## config.mk

```make
export PLATFORM = sky130hd
export DESIGN_NAME = rfb_client_message_deframer
export DESIGN_NICKNAME = d
export VERILOG_FILES = /design/src/rtl/rfbd_pkg.sv /design/src/rtl/rfbd_step.sv /design/src/rtl/rfb_client_message_deframer.sv
export VERILOG_INCLUDE_DIRS = /design/src /design/src/rtl
export SDC_FILE = /design/constraint.sdc
export NUM_CORES = 1
export LEC_CHECK = 0
export BUFFER_PORTS_ARGS = -buffer_cell sky130_fd_sc_hd__buf_2
export CAP_MARGIN = 20
export CORE_UTILIZATION = 48
export CTS_CLUSTER_DIAMETER = 50
export DETAILED_ROUTE_END_ITERATION = 6
export HOLD_SLACK_MARGIN = 0.08
export MAX_ROUTING_LAYER = met4
export REMOVE_ABC_BUFFERS = 1
export SYNTH_ARGS = -nofsm -noshare
export SYNTH_HDL_FRONTEND = slang
export SYNTH_SLANG_ARGS = --single-unit
export TNS_END_PERCENT = 20
```

## constraint.sdc

```tcl
create_clock -name clock -period 6.3 [get_ports clock]
set_input_delay 0.63 -clock clock [delete_from_list [all_inputs] [get_ports clock]]
set_output_delay 0.63 -clock clock [all_outputs]
set_load 0.02 [all_outputs]
```

## src/rtl/rfb_client_message_deframer_defines.svh

```systemverilog
// ---------------------------------------------------------------------------
// RFB client message deframer: shared assertion macros
// Simple implication checks, clocked and reset-qualified.
// ---------------------------------------------------------------------------
`ifndef RFB_CLIENT_MESSAGE_DEFRAMER_DEFINES_SVH
`define RFB_CLIENT_MESSAGE_DEFRAMER_DEFINES_SVH

// same-cycle implication
`define RFBD_ASSERT_SAME(label, clk, rst, ante, cons) \
   label: assert property (@(posedge clk) disable iff (rst) (ante) |-> (cons)) \
      else $error("rfbd check failed");

// next-cycle implication
`define RFBD_ASSERT_NEXT(label, clk, rst, ante, cons) \
   label: assert property (@(posedge clk) disable iff (rst) (ante) |=> (cons)) \
      else $error("rfbd check failed");

`endif

```

## src/rtl/rfbd_pkg.sv

```systemverilog
// ---------------------------------------------------------------------------
// rfbd_pkg
// Codes, lengths and state types of the RFB client message deframer.
// ---------------------------------------------------------------------------
package rfbd_pkg;

   // parser phases
   localparam logic [2:0] PH_IDLE = 3'd0;
   localparam logic [2:0] PH_BODY = 3'd1;
   localparam logic [2:0] PH_PAD  = 3'd2;
   localparam logic [2:0] PH_LEN  = 3'd3;
   localparam logic [2:0] PH_HALT = 3'd4;

   // message kinds reported on the result channel
   localparam logic [2:0] KIND_PIXFMT  = 3'd0;
   localparam logic [2:0] KIND_ENC     = 3'd1;
   localparam logic [2:0] KIND_UPDATE  = 3'd2;
   localparam logic [2:0] KIND_KEY     = 3'd3;
   localparam logic [2:0] KIND_POINTER = 3'd4;
   localparam logic [2:0] KIND_CUT     = 3'd5;

   // type bytes on the wire
   localparam logic [7:0] TYPE_PIXFMT  = 8'd0;
   localparam logic [7:0] TYPE_ENC     = 8'd2;
   localparam logic [7:0] TYPE_UPDATE  = 8'd3;
   localparam logic [7:0] TYPE_KEY     = 8'd4;
   localparam logic [7:0] TYPE_POINTER = 8'd5;
   localparam logic [7:0] TYPE_CUT     = 8'd6;

   // body and header lengths
   localparam logic [31:0] LEN_PIXFMT  = 32'd19;
   localparam logic [31:0] LEN_UPDATE  = 32'd9;
   localparam logic [31:0] LEN_KEY     = 32'd7;
   localparam logic [31:0] LEN_POINTER = 32'd5;
   localparam logic [31:0] ENC_PAD     = 32'd1;
   localparam logic [31:0] CUT_PAD     = 32'd3;
   localparam logic [2:0]  ENC_HDR     = 3'd2;
   localparam logic [2:0]  CUT_HDR     = 3'd4;

   // status codes
   localparam logic STAT_DONE  = 1'b0;
   localparam logic STAT_ERROR = 1'b1;

   typedef struct packed {
      logic [2:0]  phase;
      logic [2:0]  current_kind;
      logic [31:0] bytes_left;
      logic [31:0] length_accum;
      logic [2:0]  header_index;
      logic [1:0]  update_count;
   } parse_state_type;

   typedef struct packed {
      logic [2:0] msg_kind;
      logic       status;
      logic [7:0] bad_type;
      logic [1:0] fill_index;
   } result_type;

endpackage

```

## src/rtl/rfbd_step.sv

```systemverilog
// ---------------------------------------------------------------------------
// rfbd_step
// Next-state and result logic of the deframer for one received byte.
// ---------------------------------------------------------------------------
module rfbd_step (
   input  rfbd_pkg::parse_state_type state_cur,
   input  logic [7:0]                data_byte,
   input  logic                      new_connection,
   output rfbd_pkg::parse_state_type state_nxt,
   output logic                      res_valid,
   output rfbd_pkg::result_type      res
);
   import rfbd_pkg::*;

   parse_state_type work;
   logic            finish;
   logic [2:0]      need;
   logic [31:0]     total;

   always_comb begin
      // restart the parser on a new connection, keep the fill phase
      work = state_cur;
      if (new_connection) begin
         work.phase        = PH_IDLE;
         work.current_kind = KIND_PIXFMT;
         work.bytes_left   = '0;
         work.length_accum = '0;
         work.header_index = '0;
      end

      finish    = 1'b0;
      res_valid = 1'b0;
      res       = '0;
      need      = CUT_HDR;
      total     = '0;

      unique case (work.phase)
         PH_IDLE: begin
            unique case (data_byte)
               TYPE_PIXFMT: begin
                  work.current_kind = KIND_PIXFMT;
                  work.phase        = PH_BODY;
                  work.bytes_left   = LEN_PIXFMT;
               end
               TYPE_UPDATE: begin
                  work.current_kind = KIND_UPDATE;
                  work.phase        = PH_BODY;
                  work.bytes_left   = LEN_UPDATE;
               end
               TYPE_KEY: begin
                  work.current_kind = KIND_KEY;
                  work.phase        = PH_BODY;
                  work.bytes_left   = LEN_KEY;
               end
               TYPE_POINTER: begin
                  work.current_kind = KIND_POINTER;
                  work.phase        = PH_BODY;
                  work.bytes_left   = LEN_POINTER;
               end
               TYPE_ENC: begin
                  work.current_kind = KIND_ENC;
                  work.phase        = PH_PAD;
                  work.bytes_left   = ENC_PAD;
               end
               TYPE_CUT: begin
                  work.current_kind = KIND_CUT;
                  work.phase        = PH_PAD;
                  work.bytes_left   = CUT_PAD;
               end
               default: begin
                  // unknown type: report it and halt until a new connection
                  work.phase   = PH_HALT;
                  res_valid    = 1'b1;
                  res.status   = STAT_ERROR;
                  res.bad_type = data_byte;
               end
            endcase
         end
         PH_BODY: begin
            if (work.bytes_left != '0) begin
               work.bytes_left = work.bytes_left - 32'd1;
            end
            if (work.bytes_left == '0) begin
               finish = 1'b1;
            end
         end
         PH_PAD: begin
            if (work.bytes_left != '0) begin
               work.bytes_left = work.bytes_left - 32'd1;
            end
            if (work.bytes_left == '0) begin
               work.phase        = PH_LEN;
               work.header_index = '0;
               work.length_accum = '0;
            end
         end
         PH_LEN: begin
            // shift in the big-endian count or length
            work.length_accum = {work.length_accum[23:0], data_byte};
            work.header_index = work.header_index + 3'd1;
            need = (work.current_kind == KIND_ENC) ? ENC_HDR : CUT_HDR;
            if (work.header_index >= need) begin
               total = (work.current_kind == KIND_ENC)
                     ? {14'd0, work.length_accum[15:0], 2'b00}
                     : work.length_accum;
               work.header_index = '0;
               if (total == '0) begin
                  finish = 1'b1;
               end else begin
                  work.phase      = PH_BODY;
                  work.bytes_left = total;
               end
            end
         end
         default: begin
            // halted or unused phase: drop the byte
         end
      endcase

      // complete the message and advance the fill phase on update requests
      if (finish) begin
         res_valid    = 1'b1;
         res.msg_kind = work.current_kind;
         res.status   = STAT_DONE;
         if (work.current_kind == KIND_UPDATE) begin
            res.fill_index    = work.update_count;
            work.update_count = work.update_count + 2'd1;
         end
         work.phase        = PH_IDLE;
         work.current_kind = KIND_PIXFMT;
         work.bytes_left   = '0;
         work.length_accum = '0;
         work.header_index = '0;
      end

      state_nxt = work;
   end

endmodule

```

## src/rtl/rfb_client_message_deframer.sv

```systemverilog
// Path: an accepted byte is held in the input register; its result is then registered in the result register.
// Throughput: one byte per cycle; the input register stalls the sender only while it
// holds a byte and the held result is stalled.
// Reset: synchronous, active high; clears the parser state, fill phase and
// both valid flags.
// ---------------------------------------------------------------------------
// rfb_client_message_deframer
// Splits the client byte stream of an RFB session into messages and reports
// the kind of each completed message, or an unknown type byte.
// ---------------------------------------------------------------------------
`include "rfb_client_message_deframer_defines.svh"

module rfb_client_message_deframer (
   input  logic       clock,
   input  logic       reset,
   input  logic       req_valid,
   output logic       req_stall,
   input  logic [7:0] req_data_byte,
   input  logic       req_new_connection,
   output logic       rsp_valid,
   input  logic       rsp_stall,
   output logic [2:0] rsp_msg_kind,
   output logic       rsp_status,
   output logic [7:0] rsp_bad_type,
   output logic [1:0] rsp_fill_index
);
   import rfbd_pkg::*;

   logic            in_valid_ff, in_valid_in;
   logic [7:0]      in_byte_ff, in_byte_in;
   logic            in_newc_ff, in_newc_in;
   parse_state_type state_ff, state_in;
   logic            out_valid_ff, out_valid_in;
   result_type      out_res_ff, out_res_in;

   parse_state_type step_state;
   logic            step_valid;
   result_type      step_res;
   logic            out_free;
   logic            advance;
   logic            req_take;
   logic            bad_type_unknown;

   // move the held item forward when the result register can take it
   assign out_free  = !out_valid_ff || !rsp_stall;
   assign advance   = in_valid_ff && out_free;
   assign req_stall = in_valid_ff && !out_free;
   assign req_take  = req_valid && !req_stall;

   rfbd_step u_step (
      .state_cur      (state_ff),
      .data_byte      (in_byte_ff),
      .new_connection (in_newc_ff),
      .state_nxt      (step_state),
      .res_valid      (step_valid),
      .res            (step_res)
   );

   // next values of the input register, parser state and result register
   always_comb begin
      in_valid_in  = in_valid_ff;
      in_byte_in   = in_byte_ff;
      in_newc_in   = in_newc_ff;
      state_in     = state_ff;
      out_valid_in = out_valid_ff;
      out_res_in   = out_res_ff;
      if (!req_stall) begin
         in_valid_in = req_valid;
         if (req_take) begin
            in_byte_in = req_data_byte;
            in_newc_in = req_new_connection;
         end
      end
      if (out_free) begin
         out_valid_in = advance && step_valid;
         if (advance && step_valid) begin
            out_res_in = step_res;
         end
      end
      if (advance) begin
         state_in = step_state;
      end
   end

   // hold control state
   always_ff @(posedge clock) begin
      if (reset) begin
         in_valid_ff  <= 1'b0;
         out_valid_ff <= 1'b0;
         state_ff     <= '0;
      end else begin
         in_valid_ff  <= in_valid_in;
         out_valid_ff <= out_valid_in;
         state_ff     <= state_in;
      end
   end

   // hold payload
   always_ff @(posedge clock) begin
      in_byte_ff <= in_byte_in;
      in_newc_ff <= in_newc_in;
      out_res_ff <= out_res_in;
   end

   assign rsp_valid      = out_valid_ff;
   assign rsp_msg_kind   = out_res_ff.msg_kind;
   assign rsp_status     = out_res_ff.status;
   assign rsp_bad_type   = out_res_ff.bad_type;
   assign rsp_fill_index = out_res_ff.fill_index;

   // a type byte outside the known set
   assign bad_type_unknown = (rsp_bad_type != TYPE_PIXFMT)
                          && ((rsp_bad_type < TYPE_ENC) || (rsp_bad_type > TYPE_CUT));

   // an error carries a type byte outside the known set
   `RFBD_ASSERT_SAME(a_err_type, clock, reset, rsp_valid && rsp_status == STAT_ERROR, bad_type_unknown && rsp_msg_kind == KIND_PIXFMT)
   // only update requests carry a fill phase
   `RFBD_ASSERT_SAME(a_fill_kind, clock, reset, rsp_valid && rsp_fill_index != 2'd0, rsp_msg_kind == KIND_UPDATE)
   // a stall toward the sender means an item is held
   `RFBD_ASSERT_SAME(a_stall_held, clock, reset, req_stall, in_valid_ff && out_valid_ff)
   // a halted parser gives no result for a byte of the same connection
   `RFBD_ASSERT_NEXT(a_halt_quiet, clock, reset, advance && state_ff.phase == PH_HALT && !in_newc_ff, !rsp_valid)

endmodule

```

Word level (Yosys, flattened, before mapping)
Index checks and enable logic that the tools add are counted.
{"block": "classes", "n_mux": 29, "magnitude_cmp": 1, "addsub": 3, "reduce_logical": 24, "bitwise_logic": 2, "eq_ne": 10}
{"operator": "one-hot mux 35 bit (6 select lines)", "count": 1}
{"operator": "two-way mux 32 bit", "count": 6}
{"operator": "one-hot mux 32 bit (4 select lines)", "count": 1}
{"operator": "logical NOT 32 bit", "count": 3}
{"operator": "two-way mux 75 bit", "count": 1}
{"operator": "two-way mux 73 bit", "count": 1}
{"operator": "one-hot mux 35 bit (2 select lines)", "count": 1}
{"operator": "two-way mux 35 bit", "count": 1}
{"operator": "nonzero test 32 bit", "count": 1}
{"operator": "subtractor 32 x 1 -> 32 bit, second input constant", "count": 1}
{"operator": "equality test 8 x 3 -> 1 bit, second input constant", "count": 3}
{"operator": "two-way mux 3 bit", "count": 6}
{"operator": "equality test 8 x 2 -> 1 bit, second input constant", "count": 2}
{"operator": "equality test 3 x 2 -> 1 bit, second input constant", "count": 3}
{"operator": "two-way mux 9 bit", "count": 1}
{"operator": "one-hot mux 3 bit (3 select lines)", "count": 1}
{"operator": "logical NOT 8 bit", "count": 1}
{"operator": "OR reduction 7 bit", "count": 1}
{"operator": "equality test 3 x 1 -> 1 bit, second input constant", "count": 2}
{"operator": "two-way mux 1 bit", "count": 6}
{"operator": "one-hot mux 3 bit (2 select lines)", "count": 1}
{"operator": "AND reduction 2 bit", "count": 3}
{"operator": "OR reduction 6 bit", "count": 1}
{"operator": "logical AND 1 bit", "count": 4}
{"operator": "12 further kinds", "count": 17}
{"block": "totals", "output_inout_bits": 16, "reg_bits": 100, "elab_cells": 83, "input_bits": 13}

Longest topological paths before layout
Gate-level depths: netlist of the first run.
{"block": "logic_depth", "ltp_word": 10, "ltp_mapped": 19, "depth_no_buf": 12}

Hierarchy
From an unflattened synthesis of the first run, not the netlist that was laid out.
{"block": "hier_totals", "cells_unflattened": 1021, "hier_area_um2": 8037.7}
{"module": "rfb_client_message_deframer", "seq_area_each_um2": 2232.1, "cells_per_inst": 360, "area_per_inst_um2": 4115.2, "n_inst": 1}
{"module": "rfbd_step", "seq_area_each_um2": 0.0, "cells_per_inst": 661, "area_per_inst_um2": 3922.5, "n_inst": 1}

Worst setup path after synthesis of the first run
OpenSTA, ideal clock, no wires.
{"block": "synth_timing", "kind": "register to register", "start": "reg in_newc_ff", "end": "reg out_res_ff, in the netlist rsp_bad_type[0], enable pin", "setup_time_ps": 390, "path_slack_ps": 1406, "period_less_slack_ps": 4894, "stages_incl_launch_ff": 17, "path_buffers": 6, "arrival_time_ps": 4505, "required_time_ps": 5910, "cell_sequence": "edfxtp_1 -> clkbuf_1 -> clkinv_1 -> clkbuf_1 -> buf_1 -> nand2_1 -> ha_1 -> inv_1 -> or3_1 -> buf_6 -> a32o_1 -> or4_4 -> nor4_4 -> a41oi_1 -> buf_2 -> buf_2 -> a21oi_1"}
{"block": "synth_via", "elab_chain_cells": 10, "word_cells_on_any_way": 23, "classes_between": "2 x add/sub; 1 x order compare; 3 x eq/ne; 11 x mux; 6 x reduce/logical"}
{"element": "start: declaration", "line": "rfb_client_message_deframer.sv:31", "rtl": "logic in_newc_ff, in_newc_in;"}
{"element": "start signal: assignment", "line": "rfb_client_message_deframer.sv:101", "rtl": "in_newc_ff <= in_newc_in;"}
{"element": "two-way mux 73 bit *", "line": "rfbd_step.sv:23", "rtl": "if (new_connection) begin"}
{"element": "subtractor 32 x 1 -> 32 bit, or another cell as far along", "line": "rfbd_step.sv:81", "rtl": "work.bytes_left = work.bytes_left - 32'd1;"}
{"element": "two-way mux 32 bit, on equally long branches", "line": "rfbd_step.sv:80, rfbd_step.sv:104"}
{"element": "two-way mux 32 bit or logical NOT 32 bit (tied branches)", "line": "rfbd_step.sv:37, rfbd_step.sv:107"}
{"element": "logical NOT 32 bit or two-way mux 1 bit (tied branches)", "line": "rfbd_step.sv:83, rfbd_step.sv:107"}
{"element": "two-way mux 1 bit, on equally long branches", "line": "rfbd_step.sv:83, rfbd_step.sv:102"}
{"element": "one-hot mux 1 bit (2 select lines)", "line": "rfbd_step.sv:37", "rtl": "unique case (work.phase)"}
{"element": "two-way mux 1 bit *", "line": "rfbd_step.sv:121", "rtl": "if (finish) begin"}
{"element": "logical AND 1 bit *", "line": "rfb_client_message_deframer.sv:76", "rtl": "if (advance && step_valid) begin"}
{"element": "AND reduction 2 bit (no line) *"}
{"element": "end signal: assignment", "line": "rfb_client_message_deframer.sv:102", "rtl": "out_res_ff <= out_res_in;"}
{"element": "end: declaration", "line": "rfb_client_message_deframer.sv:34", "rtl": "result_type out_res_ff, out_res_in;"}
Mark *: on every way between the ends. The rest lies on a longest branch, timed or not. The select of a mux whose other input is x is not followed.
A chain may end at the register's enable or synchronous reset.

Final worst setup path of the first run
{"block": "layout_timing", "start": "reg state_ff[51] in the netlist's numbering", "end": "reg out_res_ff, in the netlist rsp_bad_type[7], enable pin"}
{"block": "layout_via", "elab_chain_cells": 10, "word_cells_on_any_way": 11, "classes_between": "1 x add/sub; 6 x mux; 4 x reduce/logical"}
{"element": "start: declaration", "line": "rfb_client_message_deframer.sv:32", "rtl": "parse_state_type state_ff, state_in;"}
{"element": "start signal: assignment", "line": "rfb_client_message_deframer.sv:94", "rtl": "state_ff <= state_in;"}
{"element": "two-way mux 73 bit *", "line": "rfbd_step.sv:23"}
{"element": "subtractor 32 x 1 -> 32 bit or nonzero test 32 bit (tied branches)", "line": "rfbd_step.sv:81, rfbd_step.sv:80"}
{"element": "two-way mux 32 bit *", "line": "rfbd_step.sv:80", "rtl": "if (work.bytes_left != '0) begin"}
{"element": "two-way mux 32 bit *", "line": "rfbd_step.sv:37"}
{"element": "logical NOT 32 bit *", "line": "rfbd_step.sv:83", "rtl": "if (work.bytes_left == '0) begin"}
{"element": "two-way mux 1 bit *", "line": "rfbd_step.sv:83"}
{"element": "one-hot mux 1 bit (2 select lines) *", "line": "rfbd_step.sv:37"}
{"element": "two-way mux 1 bit *", "line": "rfbd_step.sv:121"}
{"element": "logical AND 1 bit *", "line": "rfb_client_message_deframer.sv:76"}
{"element": "AND reduction 2 bit (no line) *"}
Marks and branches as above.

==> impl_metrics.yaml, run 1 <==
status:
  status: "finished, final reports clean"
cells_and_area:
  n_antenna_cell: 0
  final_cell_mix: "71 x nor2_1, 69 x dfxtp_1, 67 x nand2_1"
  syn_to_final_growth_pct: 7.58
  nets: 714
  layout_commonest_cell: "nor2_1"
  layout-drive-gt1-share_pct: 11.0
timing:
  rsz0062_at_grt: "false"
  setup_tns_ns: 0
  min_period_ns: 4.63
  skew_ns: 0.00697
  hold_viol: 0
  setup_viol_count_final: 0
  fin_crit_sh_pct: 73.5
  worst_pin_slew_ns: 0.943
  fmax_mhz: 216
  setup_ws_ns: 1.67
  relSlewSlack_pct: 35.5
  hold_ws_ns: 0.450
  slew_violations: 0
logic_synthesis:
  synth_edf_count: 23
  synth-async-reset-ratio_pct: 0
  synthSimpleGateAreaFrac_pct: 24.1
  postSynthAreaPerCell_sq_um: 8.32
  syn_inst: 698
  synth_seq_area_share_pct: 35.7
  yosys.area_share.adder_pct: 0.861
  synth_top_family_by_area: "compound AO/OA/AOI/OAI gates"
  synth_xor_area_share_pct: 1.21
  synth_warnings: 0
  synthDistinctLibCells: 75
  synth_compound_area_share_pct: 29.3
  synth.mux.area_fraction_pct: 2.76
  netlist_area_sq_mm: 0.00581
  synth_seq_cells: 92
  synth_ff_type: "dfxtp_1"
detailed_routing:
  drc: 0
  first_pass_iters: 6
  post_drt_wl_per_cell_um: 23.1
  via_per_inst: 6.95
  drt-total-wl_mm: 19.5
  via_count: 5876
  initialDrtViolationCount: 774
  ant_nets: 0
setup_path:
  arrival_ns: 4.69
  start_kind: "flop"
  path_max_fanout: 20
  cp.depth: 10
  end_kind: "flop"
  max_stage_delay_ns: 0.63
  cp_num_buf_inv: 2
  reg2reg_from: "state_ff[51]$_SDFFE_PP0P_"
  rr_endpoint: "rsp_bad_type[7]$_SDFFCE_PP0P_"
  crit_chain: "nor4_2, a41oi_1, or3_1, a32o_1, or4_4, nor4_4, a41oi_1, buf_4, a21oi_1, buf_4"
  crit_family: "simple AND/OR/NAND/NOR gates"
  slowest_stage: "nor4_2"
  required_ns: 6.36
  r2r_cells: 10
  r2r_slack_ns: 1.67
  crit_type: "flop to flop"
cts:
  path_clk_slew_ns: 0.07
  htree_levels: 3
  cts.sinks: 92
  postCtsHoldBufs: 0
  cts-resized-gates: 0
  cts-root-buf: "clkbuf_16"
  cts_setup_buffers: 0
  numCtsBuffers: 9
  clockBufferDepth: 2
  cts_tree: "built"
  clock_latency_ns: 0.35
power:
  p_leak_uw: 0.00224
  seqPwrFrac_pct: 45.7
  p_comb_share_pct: 14.3
  swShare_pct: 28.9
  switching_power_uw: 402
  power_density_mw_per_mm2: 223
  totalPowerFinal_uw: 1390
  p_int_uw: 989
  p_clk_share_pct: 40.0
  vdd_drop_max_mv: 0.176
grt:
  grt_max_degree: 52
  grt_pass1_wl_mm: 30.6
  antenna_found_initial: 0
  grt_use_total_pct: 32.9
  grt_pass1_vias: 5233
  overflow: 0
placement:
  post-place-ws_ns: 1.84
  place_congestion: 0.915
  hpwl_mm: 13.9
  numPortBuffers: 28
floorplan:
  start_util_pct: 50.0
  core_sq_mm: 0.0116
  die_width_um: 112
  ios: 29
  rows: 39
  die_h_um: 112
  dieArea_sq_mm: 0.0125
hold_path:
  hold_class: "input pin to flop"
  hold_path_startpoint: "req_data_byte[6]"
  whs_endpoint: "in_byte_ff[6]$_DFFE_PP_"
  hold_path_depth: 1
flow_run:
  max-cap-violations: 0
## layout make-up
class	instances	area, sq um
clock buffers	11	264
clock inverters	5	40.0
fillers	1093	5360
inverters	20	75.1
multi-input cells	534	3380
flip-flops and latches	92	2070
well taps	143	179
repair buffers	40	238
## worst register-to-register path: cells and delay by family, from the launching register on
family	cells	cell delay, ns
AND/OR/NAND/NOR	4	2.15
AO/OA/AOI/OAI	4	1.18
buffers and inverters	2	0.53
flip-flops	1	0.48
## per-stage QoR
step                      instance area, sq um  std cells  util (%)
after global routing                      6250        845      53.8
after global placement                    5930        828      51.1
after CTS                                 6240        844      53.7
after detailed placement                  5930        828      51.1
final                                     6250        845      53.8
after floorplan                           5530        646         -
## power by group through the flow
stage | Sequential [uW] | Combinational, uW | Clock (uW)
global route | 637 | 213 | 588
finish | 635 | 199 | 557
CTS | 635 | 193 | 562
floorplan | 651 | 120 | 0
global placement | 648 | 193 | 0
detailed placement | 648 | 192 | 0
## per-layer routing
metal  GRT usage [%]  wire length (um)  vias up
met3            7.51              2060       43
met2            43.9              8080      340
met4            12.4               544        0
met5               -                 0        -
li1                -                 -     2689
met1            47.8              8840     2804
## registers in the layout (all words and copies together) (netlist names)
signal / flops
in_byte_ff: 8
rsp_msg_kind: 3
rsp_status: 1
rsp_valid: 1
rsp_fill_index: 2
in_newc_ff: 1
in_valid_ff: 1
state_ff: 67
rsp_bad_type: 8
## worst max path at each step
stage | slack (ns) | start | endpoint
CTS | 1.81 | state_ff[51]$_SDFFE_PP0P_ | rsp_bad_type[0]$_SDFFCE_PP0P_
floorplan | 0.20 | in_newc_ff$_DFFE_PP_ | rsp_bad_type[0]$_SDFFCE_PP0P_
global route | 1.51 | state_ff[65]$_SDFFE_PP0P_ | rsp_bad_type[4]$_SDFFCE_PP0P_
finish | 1.67 | state_ff[51]$_SDFFE_PP0P_ | rsp_bad_type[7]$_SDFFCE_PP0P_
global placement | 1.83 | state_ff[51]$_SDFFE_PP0P_ | rsp_bad_type[6]$_SDFFCE_PP0P_
detailed placement | 1.84 | state_ff[51]$_SDFFE_PP0P_ | rsp_bad_type[4]$_SDFFCE_PP0P_
## cells by family (layout without fill, tap and decap cells)
kind of cell / count (synthesis) / count (layout)
compound gates: 238 / 238
fa+ha+maj: 4 / 4
simple gates: 268 / 268
mux: 16 / 16
flops: 92 / 92
buf+inv: 72 / 76
xor+xnor: 8 / 8
## Yosys cell counts, types with 11 or more instances
library cell	count	area, sq um
nand2_1	67	251
a31oi_1	12	75.1
a22oi_1	11	82.6
o211ai_1	11	82.6
clkbuf_1	36	135
nor2b_1	12	75.1
edfxtp_1	23	691
a32o_1	27	270
inv_1	17	63.8
o21ai_0	42	210
and2_1	12	75.1
mux2i_1	16	160
nor2_1	72	270
nand3_1	14	70.1
o22ai_1	14	87.6
nor3_1	25	125
nor4_1	13	81.3
a22o_1	13	114
a21oi_1	45	225
dfxtp_1	69	1380
Power figures use the tool's default switching activity.
==> run 2: changes to the inputs <==
--- a/config.mk
+++ b/config.mk
@@ -6,6 +6,7 @@
 export SDC_FILE = /design/constraint.sdc
 export NUM_CORES = 1
 export LEC_CHECK = 0
+export ABC_AREA = 1
 export BUFFER_PORTS_ARGS = -buffer_cell sky130_fd_sc_hd__buf_2
 export CAP_MARGIN = 20
 export CORE_UTILIZATION = 48
==> constraint.sdc (replaced) <==
create_clock -name clock -period 4.3 [get_ports clock]
set_input_delay 0.43 -clock clock [delete_from_list [all_inputs] [get_ports clock]]
set_output_delay 0.43 -clock clock [all_outputs]
set_load 0.02 [all_outputs]
==> run 2 against run 1 <==
Final cell count rose by 80%. Routed wire length is 27% higher. Sequential share of layout area down 7.8 points. Register-to-register slack worse by 1.3 ns. Sequential cell count is the same. First-iteration DRC count is 1.9% lower. Worst setup slack got worse by 1.3 ns. Global-route usage fell by 0.36 points. Non-clock buffer count is 6 higher. Die area grew 32%. Synthesized cell count is 88% higher. Fmax up 18%. Critical path type unchanged. Critical endpoint is now rsp_bad_type[4]$_SDFFCE_PP0P_. Largest power group unchanged.
==> impl_metrics.yaml, run 2 <==
status:
  status: "finished, final reports clean"
timing:
  rsz0062_at_grt: "false"
  setup_ws_ns: 0.377
  fmax_mhz: 255
  hold_ws_ns: 0.230
  skew_ns: 0.00845
  hold_viol: 0
  setup_viol_count_final: 0
  relSlewSlack_pct: 44.3
  setup_tns_ns: 0
  worst_pin_slew_ns: 0.832
  min_period_ns: 3.92
  slew_violations: 0
  fin_crit_sh_pct: 91.2
cells_and_area:
  top_register: "state_ff"
  final_cell_mix: "400 x nand2_1, 231 x nor2_1, 123 x inv_1"
  layout_commonest_cell: "nand2_1"
  layout-drive-gt1-share_pct: 9.74
  syn_to_final_growth_pct: 6.31
  fin_util_pct: 52.9
  largest_reg_flops: 67
  fill_cells: 1707
  multi_input_area_sq_mm: 0.00475
  seq_area_sq_mm: 0.00207
  fin_cells: 1525
  n_antenna_cell: 0
  nets: 1326
grt:
  grt_max_degree: 70
  grt_pass1_wl_mm: 39.9
  grt_use_total_pct: 32.5
  overflow: 0
  grt_pass1_vias: 7348
  antenna_found_initial: 0
detailed_routing:
  drc: 0
  post_drt_wl_per_cell_um: 16.3
  first_pass_iters: 6
  ant_nets: 0
  initialDrtViolationCount: 759
  via_count: 8214
  via_per_inst: 5.39
  drt-total-wl_mm: 24.9
logic_synthesis:
  netlist_area_sq_mm: 0.00768
  synth_area_leaders: "nand2_1 20%, dfxtp_1 18%, nor2_1 11%"
  postSynthAreaPerCell_sq_um: 5.84
  synthDistinctLibCells: 42
  synth_warnings: 0
  synth_seq_cells: 92
  synth_edf_count: 23
  synth_ff_type: "dfxtp_1"
  synth_top_area_share_pct: 19.6
  synth_area_leader_cell: "nand2_1"
  ys_top_cells_by_count: "400 x nand2_1, 231 x nor2_1, 124 x inv_1"
  synth-async-reset-ratio_pct: 0
  synth_seq_area_share_pct: 27.0
  yosysMostFrequentCell: "nand2_1"
  syn_inst: 1315
placement:
  hpwl_mm: 18.1
  numPortBuffers: 28
  dp.cells: 1509
  post-place-ws_ns: 0.399
  place_congestion: 0.990
flow_run:
  max-cap-violations: 0
setup_path:
  max_stage_delay_ns: 0.49
  crit_family: "simple AND/OR/NAND/NOR gates"
  slowest_stage: "edfxtp_1"
  start_kind: "flop"
  reg2reg_from: "in_newc_ff$_DFFE_PP_"
  path_max_fanout: 52
  arrival_ns: 3.94
  cp_num_buf_inv: 3
  crit_start: "in_newc_ff$_DFFE_PP_"
  required_ns: 4.32
  crit_top_cell: "nor2_4"
  end_kind: "flop"
  crit_chain: "inv_6, nand2_1, ha_1, inv_1, nor2_4, nand2_2, nor2_4, nand2_4, o21ai_0, and2_0, nand3_1, nor2_4, nand3_4, nand2_1, o21ai_1, clkinvlp_4"
  crit_type: "flop to flop"
floorplan:
  die_h_um: 128
  ios: 29
  dieArea_sq_mm: 0.0165
  die_width_um: 128
  core_sq_mm: 0.0154
  start_util_pct: 49.8
  rows: 45
hold_path:
  hold_path_startpoint: "req_data_byte[3]"
  hold_class: "input pin to flop"
cts:
  cts_setup_buffers: 0
  clock_latency_ns: 0.37
  path_clk_slew_ns: 0.08
  htree_levels: 3
  clockBufferDepth: 2
  numCtsBuffers: 9
  postCtsHoldBufs: 0
  cts.sinks: 92
  cts_tree: "built"
  cts-root-buf: "clkbuf_16"
  cts-resized-gates: 0
power:
  power_density_mw_per_mm2: 267
  vdd_drop_max_mv: 0.191
  p_leak_uw: 0.00406
[run 2: cell types whose count changed in the layout (fill, tap and decap cells not counted), sizes merged, moves of 19 or more]
cell   change
a32o      -27
nor4      -19
inv      +112
a21oi     +25
nand2    +357
nor2     +183
o21ai     +53
nand3     +92
nor3      -19
[run 2: layer usage]
layer / track usage, % / wire length, um
met3: 5.28 / 1720
met5: - / 0
met2: 50.2 / 11100
met4: 8.51 / 456
met1: 44.0 / 11600
[run 2: per-stage QoR]
| stage | power (uW) | instance area, sq um |
|---|---|---|
| 2_1_floorplan | 1240 | 7310 |
| 3_3_place_gp | 1380 | 7880 |
| 3_5_place_dp | 1380 | 7880 |
| 4_1_cts | 2190 | 8160 |
| 5_1_grt | 2270 | 8160 |
| 6_report | 2180 | 8160 |
[run 2: cell families after synthesis]
| group | after synthesis | synth area share, % |
|---|---|---|
| and+or+nand+nor | 828 | 46.9 |
| buffers and inverters | 193 | 11.2 |
| AOI/OAI and AO/OA | 187 | 13.0 |
| DFF | 92 | 27.0 |
| xor gates and xnor gates | 11 | 1.25 |
| adders and majority gates | 4 | 0.652 |
[run 2: final timing paths]
path	end	slack, ns	depth (start not counted)
worst max-delay path	rsp_bad_type[4]$_SDFFCE_PP0P_	0.38	16
worst min-delay path	in_byte_ff[3]$_DFFE_PP_	0.23	1
worst max register to register	rsp_bad_type[4]$_SDFFCE_PP0P_	0.38	16
worst min register to register	state_ff[65]$_SDFFE_PP0P_	0.47	2
[run 2: cell type report]
| type | count | share of cell area, % |
|---|---|---|
| multi-input combinational | 1030 | 58.2 |
| sequential | 92 | 25.4 |
| inverter | 130 | 6.09 |
| timing repair buffer | 46 | 3.68 |
| tap | 211 | 3.23 |
| clock buffer | 10 | 2.81 |
| clock inverter | 6 | 0.644 |
[run 2: power breakdown]
part           total [uW]  switching, uW  internal, uW
registers             922           15.7           906
logic                 447            325           122
clock network         808            404           404
total                2180            745          1430
